<file path="src/rtl/psd_pkg.sv">
// Package for the point to segment distance unit.
// Holds widths, the case code type and the transaction structs.
// No dependencies.
`default_nettype none
package psd_pkg;

  localparam int CoordW = 16;
  localparam int DiffW  = CoordW + 1;
  localparam int ProdW  = 2 * DiffW;
  localparam int SumW   = ProdW + 1;
  localparam int HalfW  = DiffW;
  localparam int MagW   = 2 * HalfW;
  localparam int SqW    = 2 * MagW;
  localparam int FracW  = 16;
  localparam int NumW   = SqW + FracW;
  localparam int DenW   = MagW;
  localparam int DistW  = 25;
  localparam int QuoW   = 2 * DistW;
  localparam int SrW    = QuoW + 2;
  localparam logic [DistW-1:0] DistMax = '1;

  typedef enum logic [1:0] {
    CASE_DEGEN = 2'd0,
    CASE_END1  = 2'd1,
    CASE_END2  = 2'd2,
    CASE_PERP  = 2'd3
  } case_t;

  typedef struct packed {
    logic signed [CoordW-1:0] end1_x;
    logic signed [CoordW-1:0] end1_y;
    logic signed [CoordW-1:0] end2_x;
    logic signed [CoordW-1:0] end2_y;
    logic signed [CoordW-1:0] probe_x;
    logic signed [CoordW-1:0] probe_y;
  } in_item_t;

  typedef struct packed {
    logic [DistW-1:0] distance_q8;
    case_t            nearest_case;
  } out_item_t;

  // Work handed from the front to the back: find floor(sqrt(num / den)).
  typedef struct packed {
    logic [NumW-1:0] num;
    logic [DenW-1:0] den;
    case_t           kind;
  } work_t;

endpackage
`default_nettype wire

</file>
<file path="src/rtl/psd_fifo.sv">
// Short queue of work transactions between the front and the back.
// Depends on psd_pkg.
`default_nettype none
module psd_fifo (
  input  wire logic           clk,
  input  wire logic           rst_n,
  input  wire logic           push,
  input  wire psd_pkg::work_t push_data,
  input  wire logic           pop,
  output logic                full,
  output logic                empty,
  output psd_pkg::work_t      head
);

  localparam int Depth = 4;
  localparam int AddrW = $clog2(Depth);

  psd_pkg::work_t   mem [Depth];
  logic [AddrW-1:0] wr_ptr_r, rd_ptr_r;
  logic [AddrW:0]   count_r;

  // Pointer and fill count update.
  always_ff @(posedge clk) begin
    if (!rst_n) begin
      wr_ptr_r <= '0;
      rd_ptr_r <= '0;
      count_r  <= '0;
    end else begin
      if (push) wr_ptr_r <= wr_ptr_r + 1'b1;
      if (pop)  rd_ptr_r <= rd_ptr_r + 1'b1;
      if (push && !pop)      count_r <= count_r + 1'b1;
      else if (pop && !push) count_r <= count_r - 1'b1;
    end
  end

  // Storage write.
  always_ff @(posedge clk) begin
    if (push) mem[wr_ptr_r] <= push_data;
  end

  assign full  = (count_r == (AddrW+1)'(Depth));
  assign empty = (count_r == '0);
  assign head  = mem[rd_ptr_r];

endmodule
`default_nettype wire

</file>
<file path="config.mk">
export PLATFORM = sky130hd
export DESIGN_NAME = psd_fifo
export DESIGN_NICKNAME = d
export VERILOG_FILES = /design/src/rtl/psd_pkg.sv /design/src/rtl/psd_fifo.sv
export SDC_FILE = /design/constraint.sdc
export NUM_CORES = 1
export LEC_CHECK = 0
export BUFFER_PORTS_ARGS = -buffer_cell sky130_fd_sc_hd__buf_2
export CORE_MARGIN = 2
export CORE_UTILIZATION = 30
export CTS_CLUSTER_DIAMETER = 80
export DETAILED_ROUTE_END_ITERATION = 7
export GPL_TIMING_DRIVEN = 0
export PLACE_DENSITY = 0.56
export SETUP_SLACK_MARGIN = 0.5
export SLEW_MARGIN = 20
export SYNTH_ARGS = -nofsm -noshare
export SYNTH_HDL_FRONTEND = slang
export SYNTH_SLANG_ARGS = --single-unit
</file>
<file path="constraint.sdc">
create_clock -name clk -period 3.8 [get_ports clk]
set_input_delay 0.38 -clock clk [delete_from_list [all_inputs] [get_ports clk]]
set_output_delay 0.38 -clock clk [all_outputs]
set_load 0.05 [all_outputs]
</file>
# --- Word-level counts from Yosys, hierarchy flattened ---
# Memory sizes are Yosys's and may differ from the RTL's. A register that Yosys moved wholly into a read port is not among the register bits.
# Index checks and enable logic that the tools add are counted.
classes:
  n_reduce_logical: 6
  add_sub_neg: 4
  muxes: 6
  eq_ne: 1
op_table:
  columns: ["operator", "n"]
  rows:
  - ["$mux W3", 2]
  - ["$add A2 B1 Y2 const B", 2]
  - ["$mux W2", 2]
  - ["$add A3 B1 Y3 const B", 1]
  - ["$eq A3 B3 Y1 const B", 1]
  - ["$logic_not A3 Y1", 1]
  - ["$sub A3 B1 Y3 const B", 1]
  - ["$logic_and A1 B1 Y1", 2]
  - ["$logic_not A1 Y1", 2]
  - ["$mux W1", 2]
  - ["$reduce_bool A2 Y1", 1]
word_totals:
  mem_bits_rw: 480
  output_inout_bits: 122
  elab_cells: 21
  memories: 1
  register_bits: 7
  inputBits: 124
mem_list:
  columns: ["name", "words", "width", "rd", "rd_ports_with_merged_regs", "wr", "line", "source"]
  rows:
  - ["mem", 4, 120, 1, 1, 1, "psd_fifo.sv:18", "psd_pkg::work_t mem [Depth];"]

# --- Logic depth before layout (Yosys ltp) ---
# Gate-level depths: netlist (run 1).
logic_depth:
  word_depth: 4
  mapped_depth: 7
  depth_no_buf: 7

# --- Least setup slack after synthesis (run 1) ---
# No wires, ideal clock.
synth_path:
  path_kind: "flip-flop to flip-flop"
  startpoint: "reg wr_ptr_r[0]"
  endpoint: "mem mem[0][0] in the netlist's numbering, enable pin"
  synth_period_minus_slack_ns: 3.792
  path_stages_with_launch: 4
  setup_slack_ns: 0.008
  arrival_ns: 3.300
  n_path_buf: 0
  required_ns: 3.307
  setup_ns: 0.493
  path_cell_list: "dfxtp_1 -> inv_1 -> ha_1 -> and2_1"
synth_lines:
  columns: ["item", "line", "source"]
  rows:
  - ["start: declaration", "psd_fifo.sv:19", "logic [AddrW-1:0] wr_ptr_r, rd_ptr_r;"]
  - ["start signal: assignment", "psd_fifo.sv:29", "if (push) wr_ptr_r <= wr_ptr_r + 1'b1;"]
  - ["end: declaration", "psd_fifo.sv:18", null]
# Straight into the memory's write port.

==> summary.txt, run 1 <==
Synth
  – Adder-Cell Fraction of Synth Area: 0.4651%
  – Largest family of logic cells by synthesized area: multiplexers
  – Synth Area in XOR/XNOR: 0.2467%
  – Ys Warns: 0
  – Complex-gate fraction of the synthesized area: 0.07048%
  – Syn avg cell area: 26.54 um2
  – Synthesized cell area: 17,750 um2
  – Mux contribution to synthesized area: 15.34%
  – Netlist cell types: 21
  – Share of the synthesized area in the top cell type: 81.19%
  – Register area share after synthesis: 82.20%
  – Simple-gate share of the synthesized area: 0.5145%
  – #FFs+latches synth: 489
  – Synth area leader: edfxtp_1
  – Top cells by area, synth: edfxtp_1, mux4_2, dfxtp_1, buf_6, ha_1
  – Net Count, Synth: 799
  – Cells after Synth: 669

Die
  – Vert. Die Dim: 247.3 um
  – Initial Util: 30.19%
  – # rows: 89
  – Die width: 247.3 um
  – Core area: 58,800 um2
  – Die Area: 61,140 um2
  – Top-Level Pins: 246

Global routing
  – Global Route Usage Sum: 12.04%
  – Vias in the first global route: 9,200
  – Antenna violations before repair: 3
  – First-pass GRT wire length: 54,940 um
  – Largest net degree at the start of global routing: 42
  – GRT Residual Overflow: 0

Clock tree
  – Clock sink count: 489
  – Post-CTS setup buffers: 0
  – CTS Buf Count: 51
  – CTS tree: built
  – Root buffer cell: clkbuf_16
  – Htree depth: 2
  – Clock slew seen by the registers of the worst setup and hold paths: 60 ps
  – Later-pin clock latency in the skew report: 570 ps
  – CTS Buffer Depth: 3

Timing
  – Final Worst Setup Slack: 1053 ps
  – Skew final: 7.960 ps
  – Tmin final: 2747 ps
  – Fmax: 0.3640 GHz
  – Max-slew violation count: 0
  – Final hold vios: 0
  – Rel. slew slack: 44.10%
  – Slew @ Worst Pin: 838.4 ps
  – Final setup viols: 0
  – Crit share post-route: 72.29%
  – RSZ-0062 raised after global routing: no
  – Min Hold Slack: 46.90 ps

Critical path
  – CP Cell Sequence: clkbuf_2 -> buf_2 -> mux4_2 -> buf_2
  – Worst R2R Path Depth: 4
  – Setup crit end kind: primary output
  – CP Launch Type: register
  – Max FO, Critical Path: 10
  – Critical Path Max Stage Delay: 400 ps
  – Bufs and invs on worst path: 3
  – Most Frequent Cell on Critical Path: buf_2
  – R2R Setup Slk: 2000 ps
  – Crit-path slowest cell: buf_2
  – Worst EP arrival: 2370 ps
  – Worst R2R Start: wr_ptr_r[0]
  – CP Class: register to primary output
  – Crit path required time: 3420 ps
  – Reg2reg end: mem[3][20]
  – Delay-heaviest family, CP: buffers and inverters

Placed design
  – Hpwl dp: 22,950 um
  – Placer Congestion: 0.6599
  – # port buffers: 245
  – DP Worst Slack: 1074 ps

Status
  – Status: completed

Worst hold path
  – WHS Endpoint: mem[2][48]
  – Hold/Removal Path Class: input pin to register
  – Min-delay src: push_data[48]
  – Hold Path Depth: 1

Routing
  – DR iter-0 viols: 316
  – Antenna-violating nets left: 0
  – Vias per std cell: 4.406
  – Routed length per placed instance: 19.40 um
  – DR pass1 iterations: 4
  – Remaining DRCs: 0
  – WL final: 36,970 um
  – Vias: 8,397

Pwr
  – Power Dens Cells: 554.8 nW/um2
  – Static Leak: 0.007739 uW
  – VDD IR max: 388.1 uV

Finish
  – Area of the multi-input gates: 2963 um2
  – Sequential cell area: 14,590 um2
  – Final net count: 1,227
  – Fillcell total: 5,352
  – Share of cells above drive strength 1: 41.52%
  – Area Overhead vs Synth: 29.37%

Run
  – Max Cap Viol: 0
[repair_timing]
action,in CTS,in global routing
gates resized for setup,1,0
setup endpoints to repair,35,0
hold buffers,118,0
hold endpoints to repair,468,0
[stage by stage]
stage	utilization, %	cells	total power [uW]	TNS (ps)	cell area [um2]
6_report	39.06	1906	12740	0	22970
5_1_grt	39.06	1906	13250	0	22970
4_1_cts	39.06	1905	12960	0	22960
3_5_place_dp	34.45	1699	8227	0	20260
3_3_place_gp	33.93	1687	8180	-37020	19950
2_1_floorplan	-	669	7674	0	17760
[placed cells by master (no fill, tap or decap)]
cell type / n
o21ai_0: 1
xor2_1: 3
nor3b_1: 1
clkinv_4: 2
clkbuf_2: 1
mux4_2: 120
nor3_1: 1
ha_1: 5
nor2b_1: 2
bufinv_16: 1
mux2i_1: 2
clkinv_1: 10
buf_16: 8
dlygate4sd3_1: 118
a21boi_0: 1
diode_2: 1
clkinvlp_4: 1
buf_2: 257
inv_1: 4
clkbuf_1: 15
dfxtp_1: 9
buf_12: 4
or3_1: 1
and2_4: 4
buf_4: 1
buf_6: 10
clkinv_2: 6
nand2_1: 1
fa_1: 1
edfxtp_1: 480
clkbuf_16: 53
clkbuf_8: 2
and2_1: 5
xnor2_1: 2
[cells in the mapped netlist]
master    count
a21boi_0      1
and2_1        9
buf_2        12
buf_4         1
buf_6        10
clkbuf_1      3
dfxtp_1       9
edfxtp_1    480
fa_1          1
ha_1          5
inv_1         4
mux2i_1       2
mux4_2      120
nand2_1       1
nor2b_1       2
nor3_1        1
nor3b_1       1
o21ai_0       1
or3_1         1
xnor2_1       2
xor2_1        3
[power by group]
group          internal (uW)  switching (uW)
sequential              6200            54.0
combinational            635            1290
clock                   2630            1940
[cell families after synthesis]
group / count (synthesis)
XOR/XNOR: 5
flip-flops: 489
buffers and inverters: 30
adder cells (fa/ha/maj): 6
AO/OA/AOI/OAI: 2
multiplexers: 122
AND/OR/NAND/NOR: 15
[state kept, by name, summed over array words and instances (netlist names), named ones only]
register	cells
wr_ptr_r	2
mem	480
count_r	3
rd_ptr_r	2
[final cells by class]
| type | instances | share of cell area (%) |
|---|---|---|
| clock inverter | 20 | 0.5339 |
| multi-input combinational | 150 | 12.90 |
| timing repair buffer | 375 | 11.79 |
| tap | 773 | 4.211 |
| inverter | 4 | 0.06537 |
| buffer | 26 | 0.8390 |
| sequential | 489 | 63.54 |
| clock buffer | 68 | 6.107 |
| antenna | 1 | 0.01090 |
[routing by layer]
metal | GRT usage (%) | wire length [um]
met4 | 3.329 | 792
met3 | 4.222 | 2965
met1 | 14.50 | 14980
met5 | 0 | 27
met2 | 20.46 | 18200
[how the worst max path moves through the flow]
stage            endpoint  slack (ps)  cells past startpoint
5_1_grt          head[11]         870                      4
3_5_place_dp     head[11]        1070                      4
3_3_place_gp   mem[1][20]        -120                      2
6_report         head[29]        1050                      4
2_1_floorplan   mem[2][0]        1340                      3
4_1_cts          head[29]         900                      4
[worst reg2reg max path: stages, from the launching register on]
cell	delay [ps]
dfxtp_1	400
ha_1	170
and2_4	350
buf_16	270
buf_12	260
(Power assumes the default switching activity.)
==> inputs of run 2 (changes only) <==
--- a/config.mk
+++ b/config.mk
@@ -11,7 +11,7 @@
 export CTS_CLUSTER_DIAMETER = 80
 export DETAILED_ROUTE_END_ITERATION = 7
 export GPL_TIMING_DRIVEN = 0
-export PLACE_DENSITY = 0.56
+export PLACE_DENSITY = 0.54
 export SETUP_SLACK_MARGIN = 0.5
 export SLEW_MARGIN = 20
 export SYNTH_ARGS = -nofsm -noshare
==> constraint.sdc (replaced) <==
create_clock -name clk -period 2.65 [get_ports clk]
set_input_delay 0.265 -clock clk [delete_from_list [all_inputs] [get_ports clk]]
set_output_delay 0.265 -clock clk [all_outputs]
set_load 0.05 [all_outputs]
==> run 2 against run 1 <==
Die area unchanged. Sequential cell count unchanged. Global-route usage increased by 0.47 points. Routed wire length increased by 5.1%. Non-clock buffer count increased by 21. Cell count increased by 1.4%. Final area increased by 5.7%. Clock power increased by 46%. Sequential share of layout area decreased by 3.4 points. Combinational power increased by 74%. Register-to-register slack got worse by 1300 ps. Critical path depth increased by 1.
==> summary.txt, run 2 (synthesized netlist as in run 1, its figures left out) <==
Finish
  – Commonest non-fill, non-tap cell in the layout: edfxtp_1 (unchanged)
  – Non-filler cells, final: 1,932 (was 1,906)
  – Area of the multi-input gates: 2970 um2 (was 2963 um2)
  – Top reg by flops: mem (unchanged)
  – Fillcell total: 5,143 (was 5,352)
  – Share of cells above drive strength 1: 42.54% (was 41.52%)
  – Diode count: 0 (was 1)
  – Regs by FF count: mem x480, count_r x3 (unchanged)
  – Final net count: 1,249 (was 1,227)
  – Max FFs per register: 480 (unchanged)
  – Sequential cell area: 14,600 um2 (was 14,590 um2)
  – Commonest cells after routing, fill and taps aside: edfxtp_1, buf_2, dlygate4sd3_1 (was edfxtp_1, buf_2, mux4_2)
  – Area Overhead vs Synth: 36.74% (was 29.37%)

Clock tree
  – Clock slew seen by the registers of the worst setup and hold paths: 60 ps (about the same)
  – Clock sink count: 489 (unchanged)
  – CTS tree: built (unchanged)
  – Htree depth: 2 (unchanged)
  – CTS Buffer Depth: 3 (unchanged)
  – Root buffer cell: clkbuf_16 (unchanged)
  – CTS Buf Count: 51 (unchanged)
  – Later-pin clock latency in the skew report: 580 ps (was 570 ps)

Routing
  – WL final: 38,840 um (was 36,970 um)
  – Vias per std cell: 4.436 (was 4.406)
  – Routed length per placed instance: 20.11 um (was 19.40 um)
  – Vias: 8,570 (was 8,397)
  – DR iter-0 viols: 467 (was 316)
  – Antenna-violating nets left: 0 (unchanged)
  – Remaining DRCs: 0 (unchanged)
  – DR pass1 iterations: 4 (unchanged)

Global routing
  – GRT busiest layer: met2 (unchanged)
  – Vias in the first global route: 9,314 (was 9,200)
  – Largest net degree at the start of global routing: 42 (unchanged)
  – First-pass GRT wire length: 56,670 um (was 54,940 um)
  – GRT Residual Overflow: 0 (unchanged)
  – Antenna violations before repair: 2 (was 3)
  – GR Util met1: 15.97% (was 14.50%)
  – Met3 usage: 4.439% (was 4.222%)
  – Global Route Usage Sum: 12.51% (was 12.04%)
  – GR Layer Usage met2: 20.23% (was 20.46%)

Critical path
  – R2R Setup Slk: 720 ps (was 2000 ps)
  – Worst R2R Path Depth: 4 (unchanged)
  – Worst EP arrival: 2150 ps (was 2370 ps)
  – Crit path required time: 2380 ps (was 3420 ps)
  – Worst R2R Start: wr_ptr_r[0] (unchanged)
  – Setup crit end kind: primary output (unchanged)
  – CP Cell Sequence: buf_12 -> buf_16 -> clkbuf_16 -> mux4_2 -> buf_6 (was clkbuf_2 -> buf_2 -> mux4_2 -> buf_2)
  – CP Launch Type: register (unchanged)
  – Reg2reg end: mem[3][62] (was mem[3][20])
  – Crit-path slowest cell: mux4_2 (was buf_2)
  – Max FO, Critical Path: 6 (was 10)
  – CP Class: register to primary output (unchanged)
  – Critical Path Max Stage Delay: 520 ps (was 400 ps)

Timing
  – Skew final: 10.84 ps (was 7.960 ps)
  – Slew @ Worst Pin: 516.4 ps (was 838.4 ps)
  – Rel. slew slack: 65.57% (was 44.10%)
  – RSZ-0062 raised after global routing: yes (was no)
  – Min Hold Slack: 59.78 ps (was 46.90 ps)
  – Final setup viols: 0 (unchanged)
  – Final hold vios: 0 (unchanged)
  – Fmax: 0.4149 GHz
  – Max-slew violation count: 0 (unchanged)
  – Crit share post-route: 90.95%
  – Tmin final: 2410 ps
  – Setup TNS: 0 ps (unchanged)

Placed design
  – Hpwl dp: 22,870 um (was 22,950 um)
  – Cells after DPL: 1,699 (unchanged)
  – # port buffers: 245 (unchanged)
  – Placer Congestion: 0.6751 (was 0.6599)

Pwr
  – Int Power: 14,140 uW (was 9465 uW)
  – Sw frac: 25.61% (was 25.72%)
  – Gate power share: 17.6% (was 15.1%)
  – Power Dens Cells: 783.2 nW/um2 (was 554.8 nW/um2)
  – P_sw: 4869 uW (was 3278 uW)
  – VDD IR max: 564.2 uV (was 388.1 uV)
  – Clock power frac: 35.2% (was 35.9%)
  – Static Leak: 0.008233 uW (was 0.007739 uW)
  – Sequential power share: 47.2% (was 49.1%)
  – Overall power: 19,010 uW (was 12,740 uW)

Die
  – Initial Util: 30.19% (unchanged)
  – Core area: 58,800 um2 (unchanged)
  – Die Area: 61,140 um2 (unchanged)
  – Vert. Die Dim: 247.3 um (unchanged)
  – Die width: 247.3 um (unchanged)
  – Top-Level Pins: 246 (unchanged)
  – # rows: 89 (unchanged)

Worst hold path
  – Hold Path Depth: 3 (was 1)
  – Hold/Removal Path Class: input pin to register (unchanged)
  – Min-delay src: pop (was push_data[48])

Status
  – Status: completed (unchanged)

Run
  – Max Cap Viol: 0 (unchanged)
-- run 2: cell type report --
type | instances | area share [%]
plain buffers | 26 | 1.505
clock buffers | 71 | 5.773
clock inverters | 22 | 0.6597
inverters | 4 | 0.06185
multi-input cells | 151 | 12.24
flip-flops and latches | 489 | 60.13
well taps | 773 | 3.984
repair buffers | 396 | 15.65
-- run 2: layer usage --
layer,vias to the layer above,share of wire (%)
met5,-,0.077
met4,4,2.1
met3,67,7.7
li1,3801,-
met1,4469,42
met2,229,48
-- run 2: through the flow --
stage                     setup WS (ps)  area, um2  utilization (%)
final                             239.9      24280            41.29
after global placement           -81.04      19960            33.94
after detailed placement          400.6      20240            34.42
after global routing              153.7      24280            41.29
after floorplan                   810.5      17760                -
after CTS                         160.1      23890            40.62
-- run 2: repair_timing --
item | in CTS | in global routing
hold buffers | 121 | 0
endpoints found under the hold margin | 489 | 0
setup endpoints to repair | 120 | 156
resized for setup | 214 | 62
buffers inserted | 5 | 1
gates cloned | 6 | 7
-- run 2: power groups by stage --
stage | registers [uW] | logic [uW] | clock network (uW)
4_1_cts | 8970 | 3250 | 6950
3_3_place_gp | 9130 | 2590 | 0
5_1_grt | 8990 | 3540 | 7260
2_1_floorplan | 9110 | 1890 | 0
3_5_place_dp | 9130 | 2670 | 0
6_report | 8960 | 3350 | 6690
-- run 2: worst max path at each step --
stage	end	start	slack [ps]	cells after the start
after detailed placement	head[44]	register	400	4
final	head[77]	register	240	5
after global routing	head[52]	register	150	5
after floorplan	mem[2][0]	wr_ptr_r[0]	810	3
after CTS	head[89]	register	160	5
after global placement	head[44]	register	-80	4
-- run 2: worst max-delay path, delay by kind of cell (launching register included) --
kind	cells	cell delay [ps]
buf+inv	4	640
mux	1	520
flops	1	380
